[src/sv/pua_pkg.sv]
package pua_pkg;

	localparam int DATA_W        = 32;
	localparam int ROWS_W        = 5;
	localparam int BLEND_BITS    = 16;
	localparam int MAX_ROWS_DEF  = 16;
	localparam int FRAC_BITS_DEF = 16;

	// configuration register indexes
	localparam logic REG_DELTA_TIME = 1'b0;
	localparam logic REG_ATLAS_ROWS = 1'b1;

	localparam logic [DATA_W-1:0] DT_RESET   = 32'd1092;
	localparam logic [ROWS_W-1:0] ROWS_RESET = 5'd4;

	localparam logic signed [69:0] SAT_MAX = 70'sd2147483647;
	localparam logic signed [69:0] SAT_MIN = -70'sd2147483648;

	// kinematic results travelling alongside the frame divider
	typedef struct packed {
		logic signed [DATA_W-1:0] pos_x;
		logic signed [DATA_W-1:0] pos_y;
		logic signed [DATA_W-1:0] pos_z;
		logic signed [DATA_W-1:0] vel_x;
		logic signed [DATA_W-1:0] vel_y;
		logic signed [DATA_W-1:0] vel_z;
		logic [DATA_W-1:0]        age;
		logic                     dead;
		logic                     life_zero;
	} kin_t;

	function automatic logic signed [DATA_W-1:0] sat32(input logic signed [69:0] v);
		logic signed [69:0] r;
		r = v;
		if (v > SAT_MAX) begin
			r = SAT_MAX;
		end else if (v < SAT_MIN) begin
			r = SAT_MIN;
		end
		return r[DATA_W-1:0];
	endfunction

endpackage

[src/sv/pua_div.sv]
module pua_div #(
	parameter int SW = 9,
	parameter int PW = 8
) (
	input  logic                  clk,
	input  logic                  arst_n,
	input  logic                  adv,
	input  logic                  in_valid,
	input  logic [32+SW-1:0]      num,
	input  logic [31:0]           life,
	input  logic [PW-1:0]         pay,
	output logic                  out_valid,
	output logic [SW+pua_pkg::BLEND_BITS-1:0] quo,
	output logic [PW-1:0]         out_pay
);

	localparam int FB = pua_pkg::BLEND_BITS;
	localparam int QW = SW + FB;
	localparam int NW = 32 + SW;

	logic          vld_s [QW];
	logic          ovf_s [QW];
	logic [31:0]   rem_s [QW];
	logic [QW-1:0] q_s   [QW];
	logic [NW-1:0] num_s [QW];
	logic [31:0]   div_s [QW];
	logic [PW-1:0] pay_s [QW];

	// one quotient bit per stage, MSB first; dividend is num << FB
	for (genvar j = 0; j < QW; j++) begin : g_bit
		localparam int K = QW - 1 - j;
		logic          vld_in;
		logic          ovf_in;
		logic [31:0]   rem_in;
		logic [QW-1:0] q_in;
		logic [NW-1:0] num_in;
		logic [31:0]   div_in;
		logic [PW-1:0] pay_in;
		logic          dbit;
		logic [33:0]   diff;
		logic          ge;

		if (j == 0) begin : g_first
			assign vld_in = in_valid;
			assign rem_in = num[NW-1:SW];
			// quotient would not fit in QW bits
			assign ovf_in = rem_in >= div_in;
			assign q_in   = '0;
			assign num_in = num;
			assign div_in = life;
			assign pay_in = pay;
		end else begin : g_next
			assign vld_in = vld_s[j-1];
			assign ovf_in = ovf_s[j-1];
			assign rem_in = rem_s[j-1];
			assign q_in   = q_s[j-1];
			assign num_in = num_s[j-1];
			assign div_in = div_s[j-1];
			assign pay_in = pay_s[j-1];
		end

		if (K >= FB) begin : g_dbit
			assign dbit = num_in[K-FB];
		end else begin : g_zero
			assign dbit = 1'b0;
		end

		assign diff = {1'b0, rem_in, dbit} - {2'b00, div_in};
		assign ge   = !diff[33];

		always_ff @(posedge clk or negedge arst_n) begin
			if (!arst_n) begin
				vld_s[j] <= 1'b0;
			end else if (adv) begin
				vld_s[j] <= vld_in;
			end
		end

		always_ff @(posedge clk) begin
			if (adv) begin
				ovf_s[j] <= ovf_in;
				rem_s[j] <= ge ? diff[31:0] : {rem_in[30:0], dbit};
				q_s[j]   <= {q_in[QW-2:0], ge};
				num_s[j] <= num_in;
				div_s[j] <= div_in;
				pay_s[j] <= pay_in;
			end
		end
	end

	// an oversize quotient saturates, so the frame clamp always catches it
	assign out_valid = vld_s[QW-1];
	assign quo       = ovf_s[QW-1] ? '1 : q_s[QW-1];
	assign out_pay   = pay_s[QW-1];

endmodule

[config.mk]
export PLATFORM = sky130hd
export DESIGN_NAME = pua_div
export DESIGN_NICKNAME = d
export VERILOG_FILES = /design/src/sv/pua_pkg.sv /design/src/sv/pua_div.sv
export SDC_FILE = /design/constraint.sdc
export NUM_CORES = 2
export LEC_CHECK = 0
export BUFFER_PORTS_ARGS = -buffer_cell sky130_fd_sc_hd__buf_2
export CAP_MARGIN = 20
export CORE_MARGIN = 5
export CORE_UTILIZATION = 56
export CTS_CLUSTER_DIAMETER = 60
export DETAILED_ROUTE_END_ITERATION = 16
export PLACE_DENSITY = 0.75
export SETUP_SLACK_MARGIN = 0.1
export SLEW_MARGIN = 40
export SYNTH_ARGS = -nofsm -noshare
export SYNTH_HDL_FRONTEND = slang
export SYNTH_SLANG_ARGS = --single-unit
[constraint.sdc]
create_clock -name clk -period 3.4 [get_ports clk]
set_input_delay 0.17 -clock clk [delete_from_list [all_inputs] [get_ports clk]]
set_output_delay 0.17 -clock clk [all_outputs]
set_load 0.01 [all_outputs]
======== Word-level counts from Yosys, hierarchy flattened ========
Memory sizes are Yosys's and may differ from the RTL's.
Index checks and enable logic that the tools add are counted.
cells by class
  reduce and logical (&&, ||, !) cells .... 25
  muxes and demuxes ....................... 28
  $add $sub $neg .......................... 25
  $lt $le $gt $ge ......................... 1
operators with widths
  cell                                count
  subtractor 33 x 32 -> 34 bit        25
  2-to-1 mux 32 bit                   25
  greater-or-equal comparator 32 bit  1
  zero test 1 bit                     25
  2-to-1 mux 25 bit                   1
  2-to-1 mux 1 bit                    2
word-level totals
  output and inout bits ................... 34
  register bits after elaboration ......... 25
  RAM bits ................................ 3475
  word-level logic and storage cells ...... 110
  memories ................................ 6
  bits of input ports ..................... 85
memory list
  memory  depth  bits a word  read ports  clocked after Yosys merged registers in  write ports  line           text
  num_s   25     41           24          0                                        25           pua_div.sv:25  logic [NW-1:0] num_s [QW];
  div_s   25     32           24          0                                        25           pua_div.sv:26  logic [31:0] div_s [QW];
  rem_s   25     32           24          0                                        25           pua_div.sv:23  logic [31:0] rem_s [QW];
  q_s     25     25           25          0                                        25           pua_div.sv:24  logic [QW-1:0] q_s [QW];
  pay_s   25     8            25          0                                        25           pua_div.sv:27  logic [PW-1:0] pay_s [QW];
  ovf_s   25     1            25          0                                        25           pua_div.sv:22  logic ovf_s [QW];

======== Logic depth before layout (Yosys ltp) ========
An unclocked memory read counts as a cell.
  depth in word-level cells ............... 3
  gate-level depth with buffers ........... 16
  mapped depth without buffers ............ 15

======== Least setup slack after synthesis ========
Ideal clock, no wire load.
  path type ............................... register to register
  from .................................... mem rem_s[0][0]
  to ...................................... mem rem_s[1][25], in the netlist rem_s[0][57], data pin
  setup slack ............................. -334 ps
  clock period less this slack ............ 3734 ps
  data arrival time ....................... 3475 ps
  buffers on the path ..................... 1
  setup time .............................. 260 ps
  cell stages (with the launch flop) ...... 14
  data required time ...................... 3140 ps
  cell sequence ........................... edfxtp_1 ha_1 nor2b_1 o21ai_1 a21boi_1 o21a_1 o31a_1 a41o_1 and3_1 o21a_1 o41a_1 a41oi_2 buf_2 mux2_2
RTL lines
  what                line
  start: declaration  pua_div.sv:23

==> results.yml <==
clock_network:
  clock_latency_ps: 900
  cts_inserted_buffers: 222
  cts_buffer_depth: 3
  cts_num_sinks: 2147
  cts_root_buf: "clkbuf_16"
  clk_pin_slew_ps: 60
  cts_tree: "built"
  h-tree-depth: 4
timing:
  fin_ws_ps: -592
  final-max-slew-violation-count: 0
  setup_tns_ps: -88370
  setup_violations: 418
  hold_violations: 0
  worstMarginPinSlew_ps: 844
  whs_ps: 72.4
  rsz0062_at_grt: "true"
  slew_headroom: 0.431
  period_needed_ps: 3990
  finalClockSkew_ps: 63.1
  fmax_mhz: 250
  period_share: 1.17
placement:
  placed_cells: 13200
  placed_area_sq_um: 126000
  finalWeightedCongestion: 0.996
  hpwl_mm: 179
  portBuffers: 118
cells_and_area:
  stdcell_area_sq_um: 146000
  multi_input_area_sq_um: 50600
  seqCellArea_sq_um: 64300
  nets: 12300
  instances_no_fill: 14200
  fill_cells: 12600
  area_delta_synth_final_pct: 29.0
  drive_gt1_frac: 0.292
power:
  p_sw_mw: 54.0
  vdd_ir_drop_max_mv: 0.617
  pwr-share-seq: 0.290
  swShare: 0.368
  intPower_mw: 92.5
  power.leakage_nw: 61.7
  power.density_nw_per_um2: 1000
  p_total_mw: 147
  power.clock.fraction: 0.164
  pwr-share-comb: 0.546
die:
  die_w_um: 460
  die-area_sq_um: 212000
  io_pins: 119
  rows: 165
  initial_core_util: 0.562
  die_y_um: 460
  core-area_sq_um: 202000
setup_path:
  r2r_start: "div_s[10][36]"
  endpoint: "rem_s[2][211]"
  crit_fanout: 8
  critPathRequiredTime_ps: 4020
  start_kind: "flip-flop"
  crit_chain: "inv_2 > ha_4 > a21oi_4 > o221ai_4 > o31ai_4 > nand3_1 > a31o_1 > o21ai_4 > o21ai_4 > a221o_1 > a221o_1 > a211o_4 > buf_16 > mux2_4"
  arrival_ps: 4610
  max_stage_delay_ps: 460
  r2r_setup_slack_ps: -590
  crit_type: "flip-flop to flip-flop"
  rr_worst_depth: 14
  cp-end-kind: "flip-flop"
  crit_start: "div_s[10][36]"
  timing.rr.end: "rem_s[2][211]"
  crit_path_top_delay_cell: "a211o_4"
yosys:
  netlist_area_sq_um: 113000
  synthArstFlopShare: 0.0116
  yosys_warnings: 0
  seq_area_frac_synth: 0.567
  ys_types: 90
  synth_seq_cells: 2147
  syn_inst: 9441
  synth_edf_count: 2122
  synth_area_per_cell_sq_um: 12.0
  ys.flop_type: "edfxtp_1"
  syn_nets: 10400
global_route:
  grt_pass1_wl_mm: 433
  grt_pass1_vias: 86200
  antenna_found_initial: 3
  grt_max_degree: 135
  grt_overflow_total: 0
  grt_use_total: 0.256
run_status:
  violations: "setup timing"
  run_status: "finished, violations left"
route:
  first_pass_iters: 8
  vias: 81600
  wl_per_cell_um: 20.1
  drt_iter0_drc: 4778
  drc: 0
  viasPerCell: 5.73
  drt-total-wl_mm: 285
  ant_nets: 0
worst_hold_path:
  hp-class: "input pin to flip-flop"
flow_run:
  maxCapViolCount: 0
through the flow:
| step | util | setup slack, ps |
|---|---|---|
| 2_1_floorplan | - | -153 |
| 4_1_cts | 0.709 | -599 |
| 3_3_place_gp | 0.626 | -736 |
| 6_report | 0.724 | -592 |
| 5_1_grt | 0.724 | -698 |
| 3_5_place_dp | 0.626 | -697 |
power by group through the flow:
stage	clock network (mW)	logic, mW	registers (mW)
final	24.0	79.9	42.6
after global routing	25.6	85.6	43.1
after CTS	24.3	73.9	42.2
after detailed placement	0	60.0	42.5
after global placement	0	57.8	42.2
after floorplan	0	40.6	41.2
kinds of logic after synthesis:
family | count (synthesis) | share of synthesized area
flops | 2147 | 0.567
xor+xnor | 641 | 0.0495
compound gates | 2405 | 0.133
simple gates | 1820 | 0.0759
mux | 394 | 0.0398
fa+ha+maj | 840 | 0.0943
buf+inv | 1194 | 0.0403
sequential cells by signal (all words and copies together) (netlist names):
| signal | flops |
|---|---|
| num_s | 36 |
| q_s | 325 |
| pay_s | 200 |
| div_s | 768 |
| ovf_s | 25 |
| rem_s | 768 |
| out_valid | 1 |
| g_bit.vld_in | 24 |
worst min path at each step:
stage	startpoint	endpoint	slack [ps]	cells after the start
2_1_floorplan	arst_n	g_bit[10].vld_in	-130	0
3_3_place_gp	arst_n	g_bit[1].vld_in	170	1
3_5_place_dp	arst_n	out_valid	180	1
4_1_cts	life[31]	div_s[0][31]	2	2
5_1_grt	life[31]	div_s[0][31]	40	2
6_report	num[0]	num_s[0][0]	70	2
placed cells by master, fill, tap and decap left out, types with 60 or more instances in the layout:
cell type,count
a21o_1,369
a21oi_1,667
a21oi_2,117
a31oi_1,60
buf_12,79
buf_2,118
buf_4,1382
buf_6,97
clkbuf_16,234
dlygate4sd3_1,124
edfxtp_1,2122
ha_1,738
ha_4,61
inv_1,932
mux2_2,156
mux2_4,222
nand2_1,470
nand2b_1,112
nand3_1,102
nand4_1,100
nor2_1,434
nor2_4,65
nor2b_1,96
nor3_1,77
o21a_1,94
o21ai_0,366
o21ai_2,92
o21bai_1,95
xnor2_1,373
xor2_1,264
cells in the mapped netlist (30+ instances only):
| master | instances | area [sq um] |
|---|---|---|
| edfxtp_1 | 2122 | 63700 |
| inv_1 | 991 | 3720 |
| a21oi_1 | 817 | 4090 |
| ha_1 | 816 | 10200 |
| nor2_1 | 529 | 1990 |
| nand2_1 | 523 | 1960 |
| o21ai_0 | 498 | 2490 |
| xnor2_1 | 376 | 3290 |
| a21o_1 | 369 | 2770 |
| mux2_2 | 344 | 3870 |
| xor2_1 | 265 | 2320 |
| clkbuf_1 | 152 | 571 |
| nand2b_1 | 117 | 732 |
| nor2b_1 | 114 | 713 |
| nand3_1 | 113 | 566 |
| nand4_1 | 100 | 626 |
| o21bai_1 | 99 | 743 |
| o21a_1 | 95 | 713 |
| nor3_1 | 87 | 435 |
| a31oi_1 | 81 | 507 |
| a211oi_1 | 58 | 435 |
| and3_1 | 55 | 344 |
| o31ai_1 | 45 | 338 |
| or2_2 | 44 | 275 |
| and2_1 | 39 | 244 |
| o211ai_1 | 37 | 278 |
| or3_1 | 30 | 188 |
cell type report:
cell class,instances,area share
sequential,2147,0.440
clock inverter,149,0.00981
tap,2672,0.0229
inverter,992,0.0257
clock buffer,263,0.0392
multi-input combinational,6101,0.346
timing repair buffer,1891,0.116
antenna,14,0.000240
worst max-delay path: cells and delay by family, from the launching register on:
kind	cells	cell delay (ps)
AO/OA/AOI/OAI	9	2370
adder cells (fa/ha/maj)	1	220
buffers and inverters	2	310
flip-flops	1	410
multiplexers	1	290
AND/OR/NAND/NOR	1	120
timing repair:
item                       in CTS  in global routing
pin swaps                     384                318
hold buffers                  124                  3
gates resized for setup      1061                503
setup buffers                 293                143
cloned                         56                 12
setup endpoints to repair     748                753
hold endpoints to repair      144                 27
metal layers:
layer / up-vias / GRT usage / wire, um
met5: - / 0 / 0
met4: 0 / 0.197 / 25800
met3: 1189 / 0.0316 / 8970
met2: 2379 / 0.520 / 161000
met1: 39400 / 0.222 / 89000
li1: 38600 / - / -
No activity file was read; power rests on OpenSTA's default activity.
