`config.mk`:
```
export PLATFORM = sky130hd
export DESIGN_NAME = pua_tex
export DESIGN_NICKNAME = d
export VERILOG_FILES = /design/src/sv/pua_pkg.sv /design/src/sv/pua_tex.sv
export SDC_FILE = /design/constraint.sdc
export NUM_CORES = 2
export LEC_CHECK = 0
export ABC_AREA = 1
export BUFFER_PORTS_ARGS = -buffer_cell sky130_fd_sc_hd__buf_4
export CELL_PAD_IN_SITES_DETAIL_PLACEMENT = 0
export CELL_PAD_IN_SITES_GLOBAL_PLACEMENT = 1
export CORE_ASPECT_RATIO = 1.2
export CORE_UTILIZATION = 49
export CTS_CLUSTER_DIAMETER = 40
export CTS_CLUSTER_SIZE = 20
export DETAILED_ROUTE_END_ITERATION = 10
export GPL_ROUTABILITY_DRIVEN = 0
export HOLD_SLACK_MARGIN = 0.08
export PLACE_DENSITY_LB_ADDON = 0.05
export SETUP_SLACK_MARGIN = 0.4
export SLEW_MARGIN = 10
export SYNTH_ARGS = -nofsm -noshare
export SYNTH_HDL_FRONTEND = slang
export SYNTH_SLANG_ARGS = --single-unit
```
`constraint.sdc`:
```
create_clock -name clk -period 5.67 [get_ports clk]
set_input_delay 0.2835 -clock clk [delete_from_list [all_inputs] [get_ports clk]]
set_output_delay 0.2835 -clock clk [all_outputs]
set_load 0.01 [all_outputs]
```
`src/sv/pua_pkg.sv`:
```
package pua_pkg;

	localparam int DATA_W        = 32;
	localparam int ROWS_W        = 5;
	localparam int BLEND_BITS    = 16;
	localparam int MAX_ROWS_DEF  = 16;
	localparam int FRAC_BITS_DEF = 16;

	// configuration register indexes
	localparam logic REG_DELTA_TIME = 1'b0;
	localparam logic REG_ATLAS_ROWS = 1'b1;

	localparam logic [DATA_W-1:0] DT_RESET   = 32'd1092;
	localparam logic [ROWS_W-1:0] ROWS_RESET = 5'd4;

	localparam logic signed [69:0] SAT_MAX = 70'sd2147483647;
	localparam logic signed [69:0] SAT_MIN = -70'sd2147483648;

	// kinematic results travelling alongside the frame divider
	typedef struct packed {
		logic signed [DATA_W-1:0] pos_x;
		logic signed [DATA_W-1:0] pos_y;
		logic signed [DATA_W-1:0] pos_z;
		logic signed [DATA_W-1:0] vel_x;
		logic signed [DATA_W-1:0] vel_y;
		logic signed [DATA_W-1:0] vel_z;
		logic [DATA_W-1:0]        age;
		logic                     dead;
		logic                     life_zero;
	} kin_t;

	function automatic logic signed [DATA_W-1:0] sat32(input logic signed [69:0] v);
		logic signed [69:0] r;
		r = v;
		if (v > SAT_MAX) begin
			r = SAT_MAX;
		end else if (v < SAT_MIN) begin
			r = SAT_MIN;
		end
		return r[DATA_W-1:0];
	endfunction

endpackage

```
`src/sv/pua_tex.sv`:
```
module pua_tex #(
	parameter int MAX_ROWS = pua_pkg::MAX_ROWS_DEF,
	parameter int RB       = 5,
	parameter int SW       = 9
) (
	input  logic                  clk,
	input  logic                  arst_n,
	input  logic                  adv,
	input  logic                  in_valid,
	input  logic [SW+pua_pkg::BLEND_BITS-1:0] quo,
	input  pua_pkg::kin_t         in_kin,
	input  logic [SW-1:0]         stages,
	input  logic [RB-1:0]         rows_eff,
	output logic                  out_valid,
	output pua_pkg::kin_t         out_kin,
	output logic [15:0]           blend,
	output logic [31:0]           tex_current,
	output logic [31:0]           tex_next
);

	localparam int FB  = pua_pkg::BLEND_BITS;
	localparam int QW  = SW + FB;
	localparam int XW  = SW + FB;
	localparam int K   = XW + RB;
	localparam int PRW = XW + K + 1;

	// ceil(2^K / rows): exact floor division by rows for any x below 2^XW
	logic [K:0] recip_tbl [MAX_ROWS+1];
	for (genvar g = 0; g <= MAX_ROWS; g++) begin : g_rcp
		localparam longint unsigned RV =
			(g == 0) ? 64'd0 : ((64'd1 << K) + 64'(g) - 64'd1) / 64'(g);
		assign recip_tbl[g] = RV[K:0];
	end

	logic [K:0] recip_q;

	logic [SW-1:0] idx_raw, last, idx1_c, idx2_c;
	logic [FB-1:0] blend_c;
	logic          clamp;

	logic          valid_s1, valid_s2, valid_s3, valid_s4;
	logic [SW-1:0] idx1_s1, idx2_s1, idx1_s2, idx2_s2, row1_s2, row2_s2;
	logic [SW-1:0] col1_s3, col2_s3, row1_s3, row2_s3;
	logic [FB-1:0] blend_s1, blend_s2, blend_s3, blend_s4;
	pua_pkg::kin_t kin_s1, kin_s2, kin_s3, kin_s4;
	logic [31:0]   texc_s4, texn_s4;

	logic [PRW-1:0] pr1, pr2, pu1, pv1, pu2, pv2;

	always_comb begin
		idx_raw = quo[QW-1:FB];
		last    = stages - SW'(1);
		clamp   = in_kin.life_zero || (idx_raw >= stages);
		idx1_c  = clamp ? last : idx_raw;
		blend_c = clamp ? '0 : quo[FB-1:0];
		idx2_c  = (idx1_c < last) ? idx1_c + SW'(1) : idx1_c;
	end

	assign pr1 = PRW'(idx1_s1) * PRW'(recip_q);
	assign pr2 = PRW'(idx2_s1) * PRW'(recip_q);
	assign pu1 = PRW'({col1_s3, {FB{1'b0}}}) * PRW'(recip_q);
	assign pv1 = PRW'({row1_s3, {FB{1'b0}}}) * PRW'(recip_q);
	assign pu2 = PRW'({col2_s3, {FB{1'b0}}}) * PRW'(recip_q);
	assign pv2 = PRW'({row2_s3, {FB{1'b0}}}) * PRW'(recip_q);

	always_ff @(posedge clk or negedge arst_n) begin
		if (!arst_n) begin
			valid_s1 <= 1'b0;
			valid_s2 <= 1'b0;
			valid_s3 <= 1'b0;
			valid_s4 <= 1'b0;
		end else if (adv) begin
			valid_s1 <= in_valid;
			valid_s2 <= valid_s1;
			valid_s3 <= valid_s2;
			valid_s4 <= valid_s3;
		end
	end

	// rows are to change only while the pipe is empty; the core does not enforce this
	always_ff @(posedge clk) begin
		recip_q <= recip_tbl[rows_eff];
	end

	always_ff @(posedge clk) begin
		if (adv) begin
			idx1_s1  <= idx1_c;
			idx2_s1  <= idx2_c;
			blend_s1 <= blend_c;
			kin_s1   <= in_kin;

			row1_s2  <= SW'(pr1 >> K);
			row2_s2  <= SW'(pr2 >> K);
			idx1_s2  <= idx1_s1;
			idx2_s2  <= idx2_s1;
			blend_s2 <= blend_s1;
			kin_s2   <= kin_s1;

			col1_s3  <= idx1_s2 - SW'(row1_s2 * SW'(rows_eff));
			col2_s3  <= idx2_s2 - SW'(row2_s2 * SW'(rows_eff));
			row1_s3  <= row1_s2;
			row2_s3  <= row2_s2;
			blend_s3 <= blend_s2;
			kin_s3   <= kin_s2;

			kin_s4   <= kin_s3;
			if (kin_s3.dead) begin
				blend_s4 <= '0;
				texc_s4  <= '0;
				texn_s4  <= '0;
			end else begin
				blend_s4 <= blend_s3;
				texc_s4  <= {16'(pu1 >> K), 16'(pv1 >> K)};
				texn_s4  <= {16'(pu2 >> K), 16'(pv2 >> K)};
			end
		end
	end

	assign out_valid   = valid_s4;
	assign out_kin     = kin_s4;
	assign blend       = blend_s4;
	assign tex_current = texc_s4;
	assign tex_next    = texn_s4;

endmodule

```
### Word level (Yosys, flattened, before mapping)

Memories as Yosys holds them, arrays and structs flattened. A register that Yosys moved wholly into a read port is not among the register bits.
Index checks and enable logic that the tools add are counted.

| storage, ports and cells | value |
|---|---|
| input port bits | 269 |
| ROM bits | 992 |
| memories kept | 1 |
| register bits after elaboration | 1126 |
| word-level logic and storage cells | 75 |
| output and inout bits | 307 |

Memory list:

| name | depth | bits a word | rd ports | clocked after Yosys merged registers in | wr ports | line | source |
|---|---|---|---|---|---|---|---|
| (name not given) | 32 | 31 | 1 | 1 | 0 | pua_tex.sv:82 | `recip_q <= recip_tbl[rows_eff];` |

| cells by class | value |
|---|---|
| $mul | 8 |
| bitwise gates (word level) | 1 |
| reduce and logical (&&, ||, !) cells | 1 |
| muxes and demuxes | 2 |
| add/sub/neg operators | 4 |
| order comparisons | 2 |

Operators with widths:

| operator | number |
|---|---|
| $mul 9x31->30 | 4 |
| $mul 9x31->39 | 2 |
| $mul 9x5->9 | 2 |
| $mux 9 | 2 |
| $sub 9x9->9 | 2 |
| $add 9x1->9 const B | 1 |
| $ge 9x9->1 | 1 |
| $lt 9x9->1 | 1 |
| $sub 9x1->9 const B | 1 |
| $not 5->6 | 1 |
| $logic_or 1x1->1 | 1 |

### Longest topological paths before layout

| logic depth | value |
|---|---|
| depth after elaboration | 5 |
| mapped depth | 25 |
| depth with buffers taken out | 23 |

### Least setup slack after synthesis

Ideal clock, no wire load.

| timing | value |
|---|---|
| path kind | reg-to-reg |
| start | register row2_s3[4] |
| end | register texn_s4[7], in the netlist tex_next[7], data pin |
| period minus slack after synthesis | 4.626 ns |
| arrival | 4.373 ns |
| path slack | 1.044 ns |
| setup time | 0.253 ns |
| buffers on the path | 2 |
| data required time | 5.417 ns |
| cell stages (with the launch flop) | 21 |
| cells stage by stage | edfxtp_1 clkbuf_1 buf_1 nand2_1 fa_1 inv_1 fa_1 fa_1 inv_1 fa_1 inv_1 ha_1 nand2_1 nor2_1 nand4_1 o21ai_0 a21boi_1 o21ai_0 nand2_1 nand2_1 nor2_1 |

| on the way | value |
|---|---|
| word-level cells in the longest chain between the ends | 1 |

RTL lines:

| element | line | source |
|---|---|---|
| from (decl) | pua_tex.sv:43 | `logic [SW-1:0] col1_s3, col2_s3, row1_s3, row2_s3;` |
| from (signal assigned) | pua_tex.sv:102 | `row2_s3 <= row2_s2;` |
| $mul 9x31->30 | pua_tex.sv:64 | `assign pv2 = PRW'({row2_s3, {FB{1'b0}}}) * PRW'(recip_q);` |
| to (signal assigned) | pua_tex.sv:114 | `texn_s4 <= {16'(pu2 >> K), 16'(pv2 >> K)};` |
| to (decl) | pua_tex.sv:46 | `logic [31:0] texc_s4, texn_s4;` |

No other way between the ends.
A chain may end at the register's enable or synchronous reset.

### Worst setup path in the final report

| timing | value |
|---|---|
| start | register row1_s3[3] |
| end | register texc_s4[13], in the netlist tex_current[13], data pin |

| on the way | value |
|---|---|
| word-level cells in the longest chain between the ends | 1 |

RTL lines:

| element | line | source |
|---|---|---|
| from (decl) | pua_tex.sv:43 |  |
| from (signal assigned) | pua_tex.sv:101 | `row1_s3 <= row1_s2;` |
| $mul 9x31->30 | pua_tex.sv:62 | `assign pv1 = PRW'({row1_s3, {FB{1'b0}}}) * PRW'(recip_q);` |
| to (signal assigned) | pua_tex.sv:113 | `texc_s4 <= {16'(pu1 >> K), 16'(pv1 >> K)};` |
| to (decl) | pua_tex.sv:46 |  |

No other way between the ends.

==> summary.md <==
| Metric | Value |
|---|---|
| Leakage power | `49.9 nW` |
| CP Max Fanout | `11` |
| Netlist cell types | `55` |
| Final setup fails | `0` |
| Simple-gate area share of the yosys netlist | `0.107` |
| Critical path class | `flop to flop` |
| Final hold viol count | `0` |
| Critical path arrival | `5.62 ns` |
| # fillers | `14181` |
| Post-Syn Area per Cell | `10.3 um^2` |
| Via/cell ratio | `4.87` |
| Hold Path Cell Cnt | `6` |
| Worst-Skew Late Latency | `0.79 ns` |
| Synth Register Bits | `1151` |
| Initial Util | `0.494` |
| Fin Setup TNS | `0 ns` |
| CORE AREA | `167000 um^2` |
| DRC errors left | `0` |
| Post-synthesis net count | `9638` |
| Routed wire length | `205 mm` |
| Clk_skew | `0.0953 ns` |
| Outcome | `complete, no violations` |
| Power Density | `370 nW/um^2` |
| CP cell instances | `buf_4 > nand2_1 > inv_1 > fa_1 > inv_1 > fa_1 > inv_1 > fa_1 > inv_1 > fa_1 > inv_1 > ha_1 > nand2_1 > nand2_1 > a31oi_1 > o221ai_1 > nor2_1 > nand3_1 > nand2_1 > nor2_1` |
| Synthesized area | `82400 um^2` |
| Die H | `451 um` |
| GR Overflow Total | `0` |
| PortBufs | `575` |
| Multi-input gate area | `38600 um^2` |
| Max Cap Viol | `0` |
| Sequential share of the synthesized area | `0.416` |
| Die W | `376 um` |
| Commonest cells after routing, fill and taps aside | `2254 x inv_1, 1718 x nand2_1, 1122 x edfxtp_1` |
| Synth Area in XOR/XNOR | `0.0125` |
| Clock root buffer | `clkbuf_16` |
| Row cnt | `164` |
| CTS Buffer Depth | `3` |
| Adder-cell area share of the yosys netlist | `0.312` |
| Most used cell, CP | `inv_1` |
| Most common cell after layout, fill and taps aside | `inv_1` |
| Synth Warn # | `0` |
| Clock slew at reported path FFs | `0.07 ns` |
| Tot Pwr | `0.0363 W` |
| Layout net count | `10584` |
| Worst slew margin | `0.379` |
| Worst reg2reg path depth | `20` |
| Fin crit share | `0.898` |
| Fraction of synthesized area in multiplexers | `0` |
| TritonCTS Buffers | `120` |
| Crit path required time | `6.19 ns` |
| I/O Pins | `576` |
| DR vias | `54926` |
| Main combinational cell family by area after synthesis | `adder cells` |
| Die ar. | `170000 um^2` |
| Starting DRT DRC Count | `3396` |
| Compound-Gate Fraction of Synth Area | `0.0364` |
| Slowest stage delay, CP | `0.56 ns` |
| CP endpoint kind | `flop` |
| Top_reg_cell synth | `edfxtp_1` |
| Tmin final | `5.09 ns` |
| Mean routed wirelength per cell | `18.2 um` |
| Total clock sinks | `1151` |
| Max VDD drop | `340 uV` |
| Post-route ant nets | `0` |
| Worst path depth | `20` |
| Reg area | `34300 um^2` |
| DR pass1 iterations | `5` |
| Worst-Margin Slew | `0.932 ns` |
| Cell count after synthesis | `7972` |
| CP Launch Type | `flop` |
| Worst Path Buf+Inv | `6` |
| Ys async rst share | `0.00348` |
| Largest net degree at the start of global routing | `171` |
| Post-DP HPWL | `152 mm` |
| RSZ-0062 raised after global routing | `true` |
| EDFF count, synth | `1122` |
| Share of layout cells above drive strength 1 | `0.123` |
| Global-route usage over all layers | `0.245` |
| TritonCTS clock tree | `built` |
| Final slew viol count | `0` |
| Slowest CP cell | `edfxtp_1` |
| Initial antenna violation count | `6` |
| Vias in the first global route | `58053` |
| Peak Freq | `196 MHz` |
| Top Family by Delay on Critical Path | `adder cells` |
| Synthesis-to-layout area growth | `19.3%` |
| H-tree levels | `3` |
| First-pass GRT wire length | `321 mm` |
| Worst hold path class | `primary input to flop` |
-- cells in the mapped netlist (4+ instances only) --
cell type	number	share of area
a31oi_1	22	0.0017
xnor2_1	53	0.0056
inv_1	2255	0.10
nand3_1	100	0.0061
o21ai_0	155	0.0094
or2_1	5	0.00038
nand2_2	10	0.00076
ha_1	299	0.045
o21ai_1	11	0.00067
a21o_1	19	0.0017
dfrtp_1	4	0.0012
a21oi_1	271	0.016
o221ai_1	6	0.00064
nor3b_1	5	0.00046
buf_2	13	0.00079
o21a_1	21	0.0019
nor4_1	15	0.0011
nor2_1	292	0.013
o21bai_1	15	0.0014
edfxtp_1	1122	0.41
nor2_2	4	0.00030
fa_1	1098	0.27
buf_1	38	0.0017
nor3_1	35	0.0021
nand2_1	1718	0.078
nand4_1	31	0.0024
xor2_1	65	0.0069
clkbuf_1	221	0.010
dfxtp_1	25	0.0061
-- metal layers --
layer	vias to the layer above	track usage	routed length, um
li1	25803	-	-
met1	27114	0.320	84700
met5	-	0	62
met3	340	0.0427	13700
met2	1659	0.416	100000
met4	10	0.0753	6140
-- through the flow --
stage | hold slack (ns) | std cells | util | area, um^2 | setup WS [ns]
final | 0.142 | 11267 | 0.589 | 98300 | 0.579
after global routing | 0.171 | 11266 | 0.589 | 98300 | 0.390
after CTS | 0.0862 | 11202 | 0.584 | 97500 | 0.386
after detailed placement | 0.0842 | 10698 | 0.542 | 90300 | 0.284
after global placement | 0.0817 | 10698 | 0.542 | 90300 | 0.309
after floorplan | -0.0121 | 7972 | - | 82400 | 1.04
-- registers in the layout (all words and copies together) (netlist names), 9 cells and up --
| signal | flops |
|---|---|
| kin_s1 | 226 |
| blend_s2 | 16 |
| row2_s3 | 9 |
| kin_s3 | 226 |
| recip_q | 25 |
| blend_s3 | 16 |
| idx2_s2 | 9 |
| idx1_s2 | 9 |
| row2_s2 | 9 |
| out_kin | 226 |
| tex_current | 32 |
| idx2_s1 | 9 |
| row1_s2 | 9 |
| blend | 16 |
| row1_s3 | 9 |
| col2_s3 | 9 |
| kin_s2 | 226 |
| col1_s3 | 9 |
| idx1_s1 | 9 |
| tex_next | 32 |
| blend_s1 | 16 |
-- worst min-delay path, delay by kind of cell --
kind	cells	cell delay, ns
simple gates	4	0.28
buf+inv	1	0.09
xor+xnor	1	0.08
-- final cells by class --
class / instances / area share
Antenna cell: 2 / 0.0000509
Sequential cell: 1151 / 0.349
Clock inverter: 98 / 0.0131
Timing Repair Buffer: 1098 / 0.0989
Tap cell: 2241 / 0.0285
Clock buffer: 130 / 0.0312
Multi-Input combinational cell: 4290 / 0.393
Inverter: 2257 / 0.0862
-- final timing paths --
path	startpoint	endpoint	slack, ns
worst max-delay path	row1_s3[3]	tex_current[13]	0.58
worst min-delay path	stages[7]	idx2_s1[7]	0.14
worst max register to register	row1_s3[3]	tex_current[13]	0.58
worst min register to register	kin_s1[220]	kin_s2[220]	0.38
max in group asynchronous	arst_n	valid_s1	5.09
min in group asynchronous	arst_n	valid_s3	0.40
-- report_power, final --
group	switching [W]	internal (W)	leakage (nW)	total, W
clock	0.00380	0.00456	2.11	0.00837
combinational	0.0106	0.00631	36.5	0.0169
sequential	0.000488	0.0106	11.3	0.0111
total	0.0149	0.0215	49.9	0.0363
-- repair_timing --
action	in CTS	in global routing
hold buffers	265	0
cloned	0	3
pin swaps	0	0
resized for setup	2	19
setup endpoints to repair	9	53
setup buffers	11	60
endpoints found under the hold margin	298	0
-- kinds of logic (layout without fill, tap and decap cells) --
kind of cell,after synthesis,in the layout
buffers and inverters,2531,3583
and+or+nand+nor,2231,2231
adders and majority gates,1397,1397
DFF,1151,1151
AOI/OAI and AO/OA,544,544
xor gates and xnor gates,118,118
other,0,2
Note: power is estimated with default switching activity, not from simulation.
